## src/design/awa_pkg.sv

```systemverilog
// Package of the access window authenticator: constants, entry and command types.
// No dependencies; imported by awa_ctrl, awa_dp, the top level and the testbench.
package awa_pkg;

    localparam int DEF_MAX_ENTRIES = 32;
    localparam int SEC_PER_DAY     = 60 * 60 * 24;
    localparam int SEC_PER_HOUR    = 60 * 60;
    localparam int SEC_PER_MIN     = 60;
    localparam int TOD_W           = 17;
    localparam int TS_W            = 32;
    localparam int CNT_W           = 6;
    localparam int SLOT_W          = 5;
    // One day is 675 << 7 seconds. Dividing the timestamp shifted down by 7 by 675
    // is exact for every 25-bit value with the rounded-up reciprocal 2**35 / 675.
    localparam int DAY_SHIFT       = 7;
    localparam int DAY_RECIP       = 50903317;
    localparam int RECIP_W         = 26;
    localparam int RECIP_SHIFT     = 35;
    localparam int PROD_W          = TS_W - DAY_SHIFT + RECIP_W;
    localparam int QUO_W           = PROD_W - RECIP_SHIFT;
    // Multiply, multiply back, subtract.
    localparam int MOD_STEPS       = 3;
    localparam int STEP_W          = $clog2(MOD_STEPS);

    localparam logic OP_LOAD  = 1'b0;
    localparam logic OP_QUERY = 1'b1;

    typedef struct packed {
        logic [15:0]      uid_high;
        logic [63:0]      uid_low;
        logic [TOD_W-1:0] win_begin;
        logic [TOD_W-1:0] win_end;
    } t_entry;

    typedef enum logic [2:0] {
        S_IDLE,
        S_MOD,
        S_SCAN,
        S_FLUSH,
        S_DONE
    } t_state;

    typedef struct packed {
        logic start;
        logic mod_step;
        logic scan_step;
        logic load_out;
    } t_dp_cmd;

    typedef struct packed {
        logic mod_last;
        logic scan_empty;
        logic scan_last;
    } t_dp_sts;

endpackage

```

## src/design/awa_ctrl.sv

```systemverilog
// Controller of the access window authenticator: sequences load, reduction and scan.
// Depends on awa_pkg.
module awa_ctrl
    import awa_pkg::*;
(
    input  logic    i_clk,
    input  logic    i_rst_n,
    input  logic    i_in_valid,
    input  logic    i_opcode,
    input  logic    i_out_stall,
    input  t_dp_sts i_sts,
    output t_dp_cmd o_cmd,
    output logic    o_in_stall,
    output logic    o_out_valid
);

    t_state r_state, n_state;
    logic   r_out_vld, n_out_vld;
    logic   w_accept;
    logic   w_out_free;

    assign w_accept   = i_in_valid && (r_state == S_IDLE);
    assign w_out_free = !r_out_vld || !i_out_stall;

    always_comb begin
        n_state = r_state;
        case (r_state)
            S_IDLE: begin
                if (w_accept) begin
                    n_state = (i_opcode == OP_QUERY) ? S_MOD : S_DONE;
                end
            end
            S_MOD: begin
                if (i_sts.mod_last) begin
                    n_state = i_sts.scan_empty ? S_DONE : S_SCAN;
                end
            end
            S_SCAN: begin
                if (i_sts.scan_last) begin
                    n_state = S_FLUSH;
                end
            end
            S_FLUSH: n_state = S_DONE;
            S_DONE: begin
                if (w_out_free) begin
                    n_state = S_IDLE;
                end
            end
            default: n_state = S_IDLE;
        endcase
    end

    always_comb begin
        o_cmd           = '0;
        o_cmd.start     = w_accept;
        o_cmd.mod_step  = (r_state == S_MOD);
        o_cmd.scan_step = (r_state == S_SCAN);
        o_cmd.load_out  = (r_state == S_DONE) && w_out_free;
    end

    always_comb begin
        n_out_vld = r_out_vld;
        if (o_cmd.load_out) begin
            n_out_vld = 1'b1;
        end else if (!i_out_stall) begin
            n_out_vld = 1'b0;
        end
    end

    always_ff @(posedge i_clk) begin
        if (!i_rst_n) begin
            r_state   <= S_IDLE;
            r_out_vld <= 1'b0;
        end else begin
            r_state   <= n_state;
            r_out_vld <= n_out_vld;
        end
    end

    assign o_in_stall  = (r_state != S_IDLE);
    assign o_out_valid = r_out_vld;

endmodule

```

## src/design/awa_dp.sv

```systemverilog
// Datapath of the access window authenticator: entry table, day reduction, match.
// Depends on awa_pkg; driven by awa_ctrl commands.
module awa_dp
    import awa_pkg::*;
#(
    parameter int MAX_ENTRIES = DEF_MAX_ENTRIES
) (
    input  logic              i_clk,
    input  logic              i_rst_n,
    input  logic              i_cfg_we,
    input  logic [CNT_W-1:0]  i_cfg_wdata,
    input  t_dp_cmd           i_cmd,
    input  logic              i_opcode,
    input  logic [SLOT_W-1:0] i_entry_index,
    input  logic [15:0]       i_uid_high,
    input  logic [63:0]       i_uid_low,
    input  logic [4:0]        i_begin_hour,
    input  logic [5:0]        i_begin_minute,
    input  logic [4:0]        i_end_hour,
    input  logic [5:0]        i_end_minute,
    input  logic [TS_W-1:0]   i_timestamp,
    output t_dp_sts           o_sts,
    output logic              o_granted
);

    localparam int IDX_W = (MAX_ENTRIES > 1) ? $clog2(MAX_ENTRIES) : 1;
    localparam int LIM_W = ($clog2(MAX_ENTRIES + 1) > CNT_W) ?
                           $clog2(MAX_ENTRIES + 1) : CNT_W;

    t_entry             r_mem [MAX_ENTRIES];
    t_entry             r_rd;
    t_entry             w_wdata;
    logic               w_we;
    logic [CNT_W-1:0]   r_entry_count;
    logic [LIM_W-1:0]   w_limit;
    logic [15:0]        r_uid_high;
    logic [63:0]        r_uid_low;
    logic [TS_W-1:0]    r_ts;
    logic [PROD_W-1:0]  r_prod;
    logic [QUO_W-1:0]   w_quo;
    logic [TOD_W-1:0]   r_qd;
    logic [TOD_W-1:0]   r_rem;
    logic [STEP_W-1:0]  r_step;
    logic [IDX_W-1:0]   r_idx;
    logic               r_cmp_vld;
    logic               r_hit;
    logic               r_granted;
    logic [TOD_W-1:0]   w_tod;
    logic               w_match;

    // Entry written by a load beat.
    assign w_we = i_cmd.start && (i_opcode == OP_LOAD) &&
                  (LIM_W'(i_entry_index) < LIM_W'(MAX_ENTRIES));

    always_comb begin
        w_wdata           = '0;
        w_wdata.uid_high  = i_uid_high;
        w_wdata.uid_low   = i_uid_low;
        w_wdata.win_begin = TOD_W'(i_begin_hour) * TOD_W'(SEC_PER_HOUR) +
                            TOD_W'(i_begin_minute) * TOD_W'(SEC_PER_MIN);
        w_wdata.win_end   = TOD_W'(i_end_hour) * TOD_W'(SEC_PER_HOUR) +
                            TOD_W'(i_end_minute) * TOD_W'(SEC_PER_MIN);
    end

    always_ff @(posedge i_clk) begin
        if (w_we) begin
            r_mem[IDX_W'(i_entry_index)] <= w_wdata;
        end
    end

    always_ff @(posedge i_clk) begin
        if (i_cmd.scan_step) begin
            r_rd <= r_mem[r_idx];
        end
    end

    // Clamp the search length to the table size.
    assign w_limit = (LIM_W'(r_entry_count) > LIM_W'(MAX_ENTRIES)) ?
                     LIM_W'(MAX_ENTRIES) : LIM_W'(r_entry_count);

    always_ff @(posedge i_clk) begin
        if (!i_rst_n) begin
            r_entry_count <= '0;
        end else if (i_cfg_we) begin
            r_entry_count <= i_cfg_wdata;
        end
    end

    // Reduce modulo one day in three register stages: quotient by reciprocal
    // multiplication, quotient times one day, then the difference. Only the low
    // bits of the last two are kept, as the time of day fits them.
    assign w_quo = r_prod[PROD_W-1:RECIP_SHIFT];

    always_ff @(posedge i_clk) begin
        if (i_cmd.start) begin
            r_ts       <= i_timestamp;
            r_step     <= STEP_W'(MOD_STEPS - 1);
            r_uid_high <= i_uid_high;
            r_uid_low  <= i_uid_low;
        end else if (i_cmd.mod_step) begin
            r_prod <= PROD_W'(r_ts[TS_W-1:DAY_SHIFT]) * PROD_W'(DAY_RECIP);
            r_qd   <= TOD_W'(w_quo) * TOD_W'(SEC_PER_DAY);
            r_rem  <= r_ts[TOD_W-1:0] - r_qd;
            r_step <= r_step - STEP_W'(1);
        end
    end

    always_ff @(posedge i_clk) begin
        if (i_cmd.start) begin
            r_idx <= '0;
        end else if (i_cmd.scan_step) begin
            r_idx <= r_idx + IDX_W'(1);
        end
    end

    always_ff @(posedge i_clk) begin
        if (!i_rst_n) begin
            r_cmp_vld <= 1'b0;
        end else begin
            r_cmp_vld <= i_cmd.scan_step;
        end
    end

    assign w_tod   = r_rem;
    assign w_match = (r_rd.uid_high == r_uid_high) && (r_rd.uid_low == r_uid_low) &&
                     (w_tod >= r_rd.win_begin) && (w_tod <= r_rd.win_end);

    always_ff @(posedge i_clk) begin
        if (i_cmd.start) begin
            r_hit <= 1'b0;
        end else if (r_cmp_vld && w_match) begin
            r_hit <= 1'b1;
        end
    end

    always_ff @(posedge i_clk) begin
        if (i_cmd.load_out) begin
            r_granted <= r_hit;
        end
    end

    assign o_sts.mod_last   = (r_step == '0);
    assign o_sts.scan_empty = (w_limit == '0);
    assign o_sts.scan_last  = ((LIM_W'(r_idx) + LIM_W'(1)) == w_limit);
    assign o_granted        = r_granted;

endmodule

```

## src/design/access_window_authenticator.sv

```systemverilog
// Top level of the access window authenticator: controller and datapath.
// Depends on awa_pkg, awa_ctrl and awa_dp.
//
// The block holds a table of MAX_ENTRIES card entries (80-bit UID plus a daily
// window in seconds) and answers each input beat with exactly one result beat.
// A load beat (opcode 0) writes one slot; a slot at or above MAX_ENTRIES is left
// alone and the answer is 0. A query beat (opcode 1) reduces the timestamp modulo
// one day by a reciprocal multiplication, then sweeps the single read port of the
// table one entry per cycle over N entries, N being entry_count clamped to
// MAX_ENTRIES, makes the last compare and hands over the result; when N is 0 it
// skips the sweep and the compare. A stalled earlier answer adds its stall cycles.
// One beat is in work at a time; the input stalls while it is. The
// result register lets a new beat be taken while the previous answer waits.
// Write entry_count only while the block is idle. Table entries have no reset:
// write every slot below entry_count before querying.
module access_window_authenticator
    import awa_pkg::*;
#(
    parameter int MAX_ENTRIES = DEF_MAX_ENTRIES
) (
    input  logic              i_clk,
    input  logic              i_rst_n,
    // configuration: entry_count
    input  logic              i_cfg_we,
    input  logic [CNT_W-1:0]  i_cfg_wdata,
    // input channel
    input  logic              i_in_valid,
    output logic              o_in_stall,
    input  logic              i_opcode,
    input  logic [SLOT_W-1:0] i_entry_index,
    input  logic [15:0]       i_uid_high,
    input  logic [63:0]       i_uid_low,
    input  logic [4:0]        i_begin_hour,
    input  logic [5:0]        i_begin_minute,
    input  logic [4:0]        i_end_hour,
    input  logic [5:0]        i_end_minute,
    input  logic [TS_W-1:0]   i_timestamp,
    // output channel
    output logic              o_out_valid,
    input  logic              i_out_stall,
    output logic              o_granted
);

    t_dp_cmd w_cmd;
    t_dp_sts w_sts;

    // Sequence each beat: accept, reduce, sweep, hand over.
    awa_ctrl u_ctrl (
        .i_clk       (i_clk),
        .i_rst_n     (i_rst_n),
        .i_in_valid  (i_in_valid),
        .i_opcode    (i_opcode),
        .i_out_stall (i_out_stall),
        .i_sts       (w_sts),
        .o_cmd       (w_cmd),
        .o_in_stall  (o_in_stall),
        .o_out_valid (o_out_valid)
    );

    // Hold the table, the reduced time of day and the match flag.
    awa_dp #(
        .MAX_ENTRIES (MAX_ENTRIES)
    ) u_dp (
        .i_clk          (i_clk),
        .i_rst_n        (i_rst_n),
        .i_cfg_we       (i_cfg_we),
        .i_cfg_wdata    (i_cfg_wdata),
        .i_cmd          (w_cmd),
        .i_opcode       (i_opcode),
        .i_entry_index  (i_entry_index),
        .i_uid_high     (i_uid_high),
        .i_uid_low      (i_uid_low),
        .i_begin_hour   (i_begin_hour),
        .i_begin_minute (i_begin_minute),
        .i_end_hour     (i_end_hour),
        .i_end_minute   (i_end_minute),
        .i_timestamp    (i_timestamp),
        .o_sts          (w_sts),
        .o_granted      (o_granted)
    );

endmodule

```

## config.mk

```make
export PLATFORM = sky130hd
export DESIGN_NAME = access_window_authenticator
export DESIGN_NICKNAME = d
export VERILOG_FILES = /design/src/design/awa_pkg.sv /design/src/design/awa_ctrl.sv /design/src/design/awa_dp.sv /design/src/design/access_window_authenticator.sv
export SDC_FILE = /design/constraint.sdc
export NUM_CORES = 2
export LEC_CHECK = 0
export ABC_AREA = 1
export BUFFER_PORTS_ARGS = -buffer_cell sky130_fd_sc_hd__buf_2
export CORE_ASPECT_RATIO = 0.5
export CORE_UTILIZATION = 30
export DETAILED_ROUTE_END_ITERATION = 8
export RECOVER_POWER = 100
export SYNTH_ARGS = -nofsm -noshare
export SYNTH_HDL_FRONTEND = slang
export SYNTH_SLANG_ARGS = --single-unit
```

## constraint.sdc

```tcl
create_clock -name i_clk -period 7.7 [get_ports i_clk]
set_input_delay 1.155 -clock i_clk [delete_from_list [all_inputs] [get_ports i_clk]]
set_output_delay 1.155 -clock i_clk [all_outputs]
set_load 0.005 [all_outputs]
```

==> results.md <==
- Initial DRC count: 13500
- H-tree Lvls: 5
- CTS Hold Bufs: 0
- CTS tree: done
- Final period util: 0.889
- Clock-pin transition on the worst setup and hold timing paths: 0.06 ns
- Syn Area/Cell: 12.9 um2
- Crit path time final: 6.84 ns
- Drt wl/cell: ~25 um
- Final ANT Viol Nets: 0
- DR vias: 105000
- Cells after synthesis: ~12000
- RSZ-0062 raised after global routing: no
- Initial antenna violation count: approximately 70
- Fillers: 51600
- Full die area: 540000 um2
- DRC: 0
- Die Width: around 1000 um
- Post-DR vias/cell: 5.28
- Final setup viols: 0
- Setup bufs post-CTS: 0
- Setup TNS Final: 0 ns
- Slowest cell on the critical path: clkbuf_1
- Fin. Hold Viols: 0
- CP peak stage delay: 2.26 ns
- Largest delay contributor family on the critical path: buffers and inverters
- CTS sink count: between 3000 and 4000
- Synth-to-layout area growth: 12.1%
- Synth area leader: edfxtp_1
- DRT Pass-1 Iters: 6
- Max-cap viol count: 117
- Io pins: about 150
- WP buf/inv: 3
- Area of the mapped netlist: ~160000 um2
- Fmax: 0.146 GHz
- Place WS: 1.07 ns
- Slew HR: -2.71
- Outcome: finished with violations
- Worst Path Arrival: about 7.3 ns
- Die Y: around 520 um
- CP required: 8.15 ns
- TritonCTS Buffers: ~380
- Synth area leaders: edfxtp_1 70%, o21ai_0 6.1%, nor2_1 5.3%
- Max-slew violations: a little under 6000
- Library cells used by synthesis: 39
- Crit. End Element: flip-flop
- Number of port buffers: 153
- Critical Setup Path Class: flip-flop to flip-flop
- CORE AREA: 532000 um2
- CP Launch Type: flip-flop
- Hold Crit Class: input pin to flip-flop
- Overflow after GRT: 0
- HPWL Detailed: about 250000 um
- Share of layout cells above drive strength 1: 0.0568
- Fin worst setup slack: 0.857 ns
- Largest net degree at the start of global routing: 197
- Starting density of the core: 0.303
- Syn. warnings: 0
- CP Cell Sequence: nor2_1 -> nand2_1 -> inv_1 -> nand2_1 -> nor2_1 -> nand2_1 -> nor2_1 -> clkbuf_1 -> clkbuf_4
- Slew @ Worst Pin: about 5.6 ns
- Worst-Skew Late Latency: 0.94 ns
- Violated checks: capacitance limit, slew limit
- Hold Worst Slack: 0.400 ns
- Nets: between 10000 and 15000
- CTS resizes: 0
- Clk root buf: clkbuf_16
- First-pass GRT wire length: 704000 um
- Clock buffer depth: 4
- Setup Skew: about 0.084 ns
- Num rows: 189
- Vias in the first global route: 99200
- Final GP Congestion: around 0.82
- Worst-path fanout max: 64
- Synth Register Bits: 3799
- Top-area cell type share of the netlist area: 0.705
- DRT Wirelength: between 400000 and 500000 um
- Tot GR Track Use: 0.175
- Post-synthesis sequential area ratio: 0.707
- Post-Synthesis Net Count: about 13000
layout by cell type (no fill, tap or decap), types with 28 or more instances in the layout:
cell	synthesis	routed
xor2_1	49	37
edfxtp_1	3780	3780
nand3_1	152	152
inv_1	641	639
buf_4	53	44
clkbuf_2	0	48
a21oi_1	129	129
buf_2	182	52
clkinv_1	0	82
o21ai_1	201	160
o21ai_0	1976	2017
xnor2_1	52	49
a31oi_1	40	40
nor2_1	2276	2269
clkbuf_1	491	245
clkbuf_16	0	383
o22ai_1	805	805
fa_1	210	210
o221ai_1	190	190
ha_1	391	391
nand2_1	693	693
bufinv_16	0	28
clkinv_2	1	72
metal layers:
| metal | vias to the layer above | part of all wire | global-route usage |
|---|---|---|---|
| li1 | 45600 | - | - |
| met1 | 53400 | 0.42 | 0.244 |
| met2 | 5238 | 0.46 | 0.282 |
| met3 | 930 | 0.085 | 0.0212 |
| met4 | 4 | 0.036 | 0.0627 |
| met5 | - | 0.000041 | 0 |
metrics by stage:
| step | cell area (um2) | instances | util |
|---|---|---|---|
| final | 181000 | 19900 | 0.339 |
| after global routing | 181000 | 19900 | 0.339 |
| after CTS | 182000 | 19900 | 0.342 |
| after detailed placement | 170000 | 19200 | 0.319 |
| after global placement | 170000 | 19200 | 0.319 |
| after floorplan | 161000 | 12500 | - |
final timing paths:
path	start	endpoint	cells after the start	slack, ns
min	i_timestamp[5]	u_dp.r_ts[5]	1	0.40
max	u_ctrl.r_state[2]	u_dp.r_mem[20][105]	9	0.86
max reg2reg	u_ctrl.r_state[2]	u_dp.r_mem[20][105]	9	0.86
min reg2reg	u_dp.r_ts[4]	u_dp.r_rem[4]	0	0.41
cell type report:
cell class	count	area [um2]	area share
Clock buffer	463	9890	0.0548
Antenna cell	27	67.6	0.000374
Multi-Input combinational cell	7297	41500	0.230
Inverter	644	2460	0.0136
Clock inverter	215	1860	0.0103
Sequential cell	3799	114000	0.631
Timing Repair Buffer	336	1940	0.0107
Tap cell	7162	8960	0.0496
cells by family (layout without fill, tap and decap cells):
logic type,count (synthesis),count (layout),share of synthesized area
xor gates and xnor gates,101,101,0.00549
DFF,3799,3799,0.707
other,0,27,0
adders and majority gates,601,601,0.0565
buffers and inverters,1403,1658,0.0361
and+or+nand+nor,3179,3179,0.0761
AOI/OAI and AO/OA,3416,3416,0.119
Yosys cell counts:
library cell  count
o21ai_0        1976
nor2_1         2276
nor3b_1           3
inv_1           641
o221ai_1        190
o21bai_1          4
clkbuf_1        491
nand2_1         693
xnor2_1          52
or2_2             6
nand3_1         152
ha_1            391
clkinv_2          1
a21boi_0          2
nor3_1           11
o31ai_1          16
buf_4            53
inv_2             2
a32o_1           11
buf_2           182
a21o_1           10
nor4_1            7
xor2_1           49
o22ai_1         805
edfxtp_1       3780
dfxtp_1          19
and2_1            1
nand3b_1          2
nand4_1          27
and3_1            1
fa_1            210
buf_6            16
o211ai_1         14
o2111ai_1         2
a21oi_1         129
o21a_1           16
buf_1            17
o21ai_1         201
a31oi_1          40
registers in the layout, summed over array words and instances, names as in the netlist, 2 cells and up:
| register | flops |
|---|---|
| u_dp.r_qd | 10 |
| u_dp.r_entry_count | 6 |
| u_dp.r_ts | 32 |
| u_dp.r_prod | 10 |
| u_dp.r_rd | 110 |
| u_dp.r_uid_low | 64 |
| u_ctrl.r_state | 3 |
| u_dp.r_rem | 17 |
| u_dp.r_step | 2 |
| u_dp.r_idx | 5 |
| u_dp.r_mem | 3520 |
| u_dp.r_uid_high | 16 |
Power is left out: the tool's default activity adds up to more than one toggle a clock period on the data nets, which glitch-free logic cannot reach.
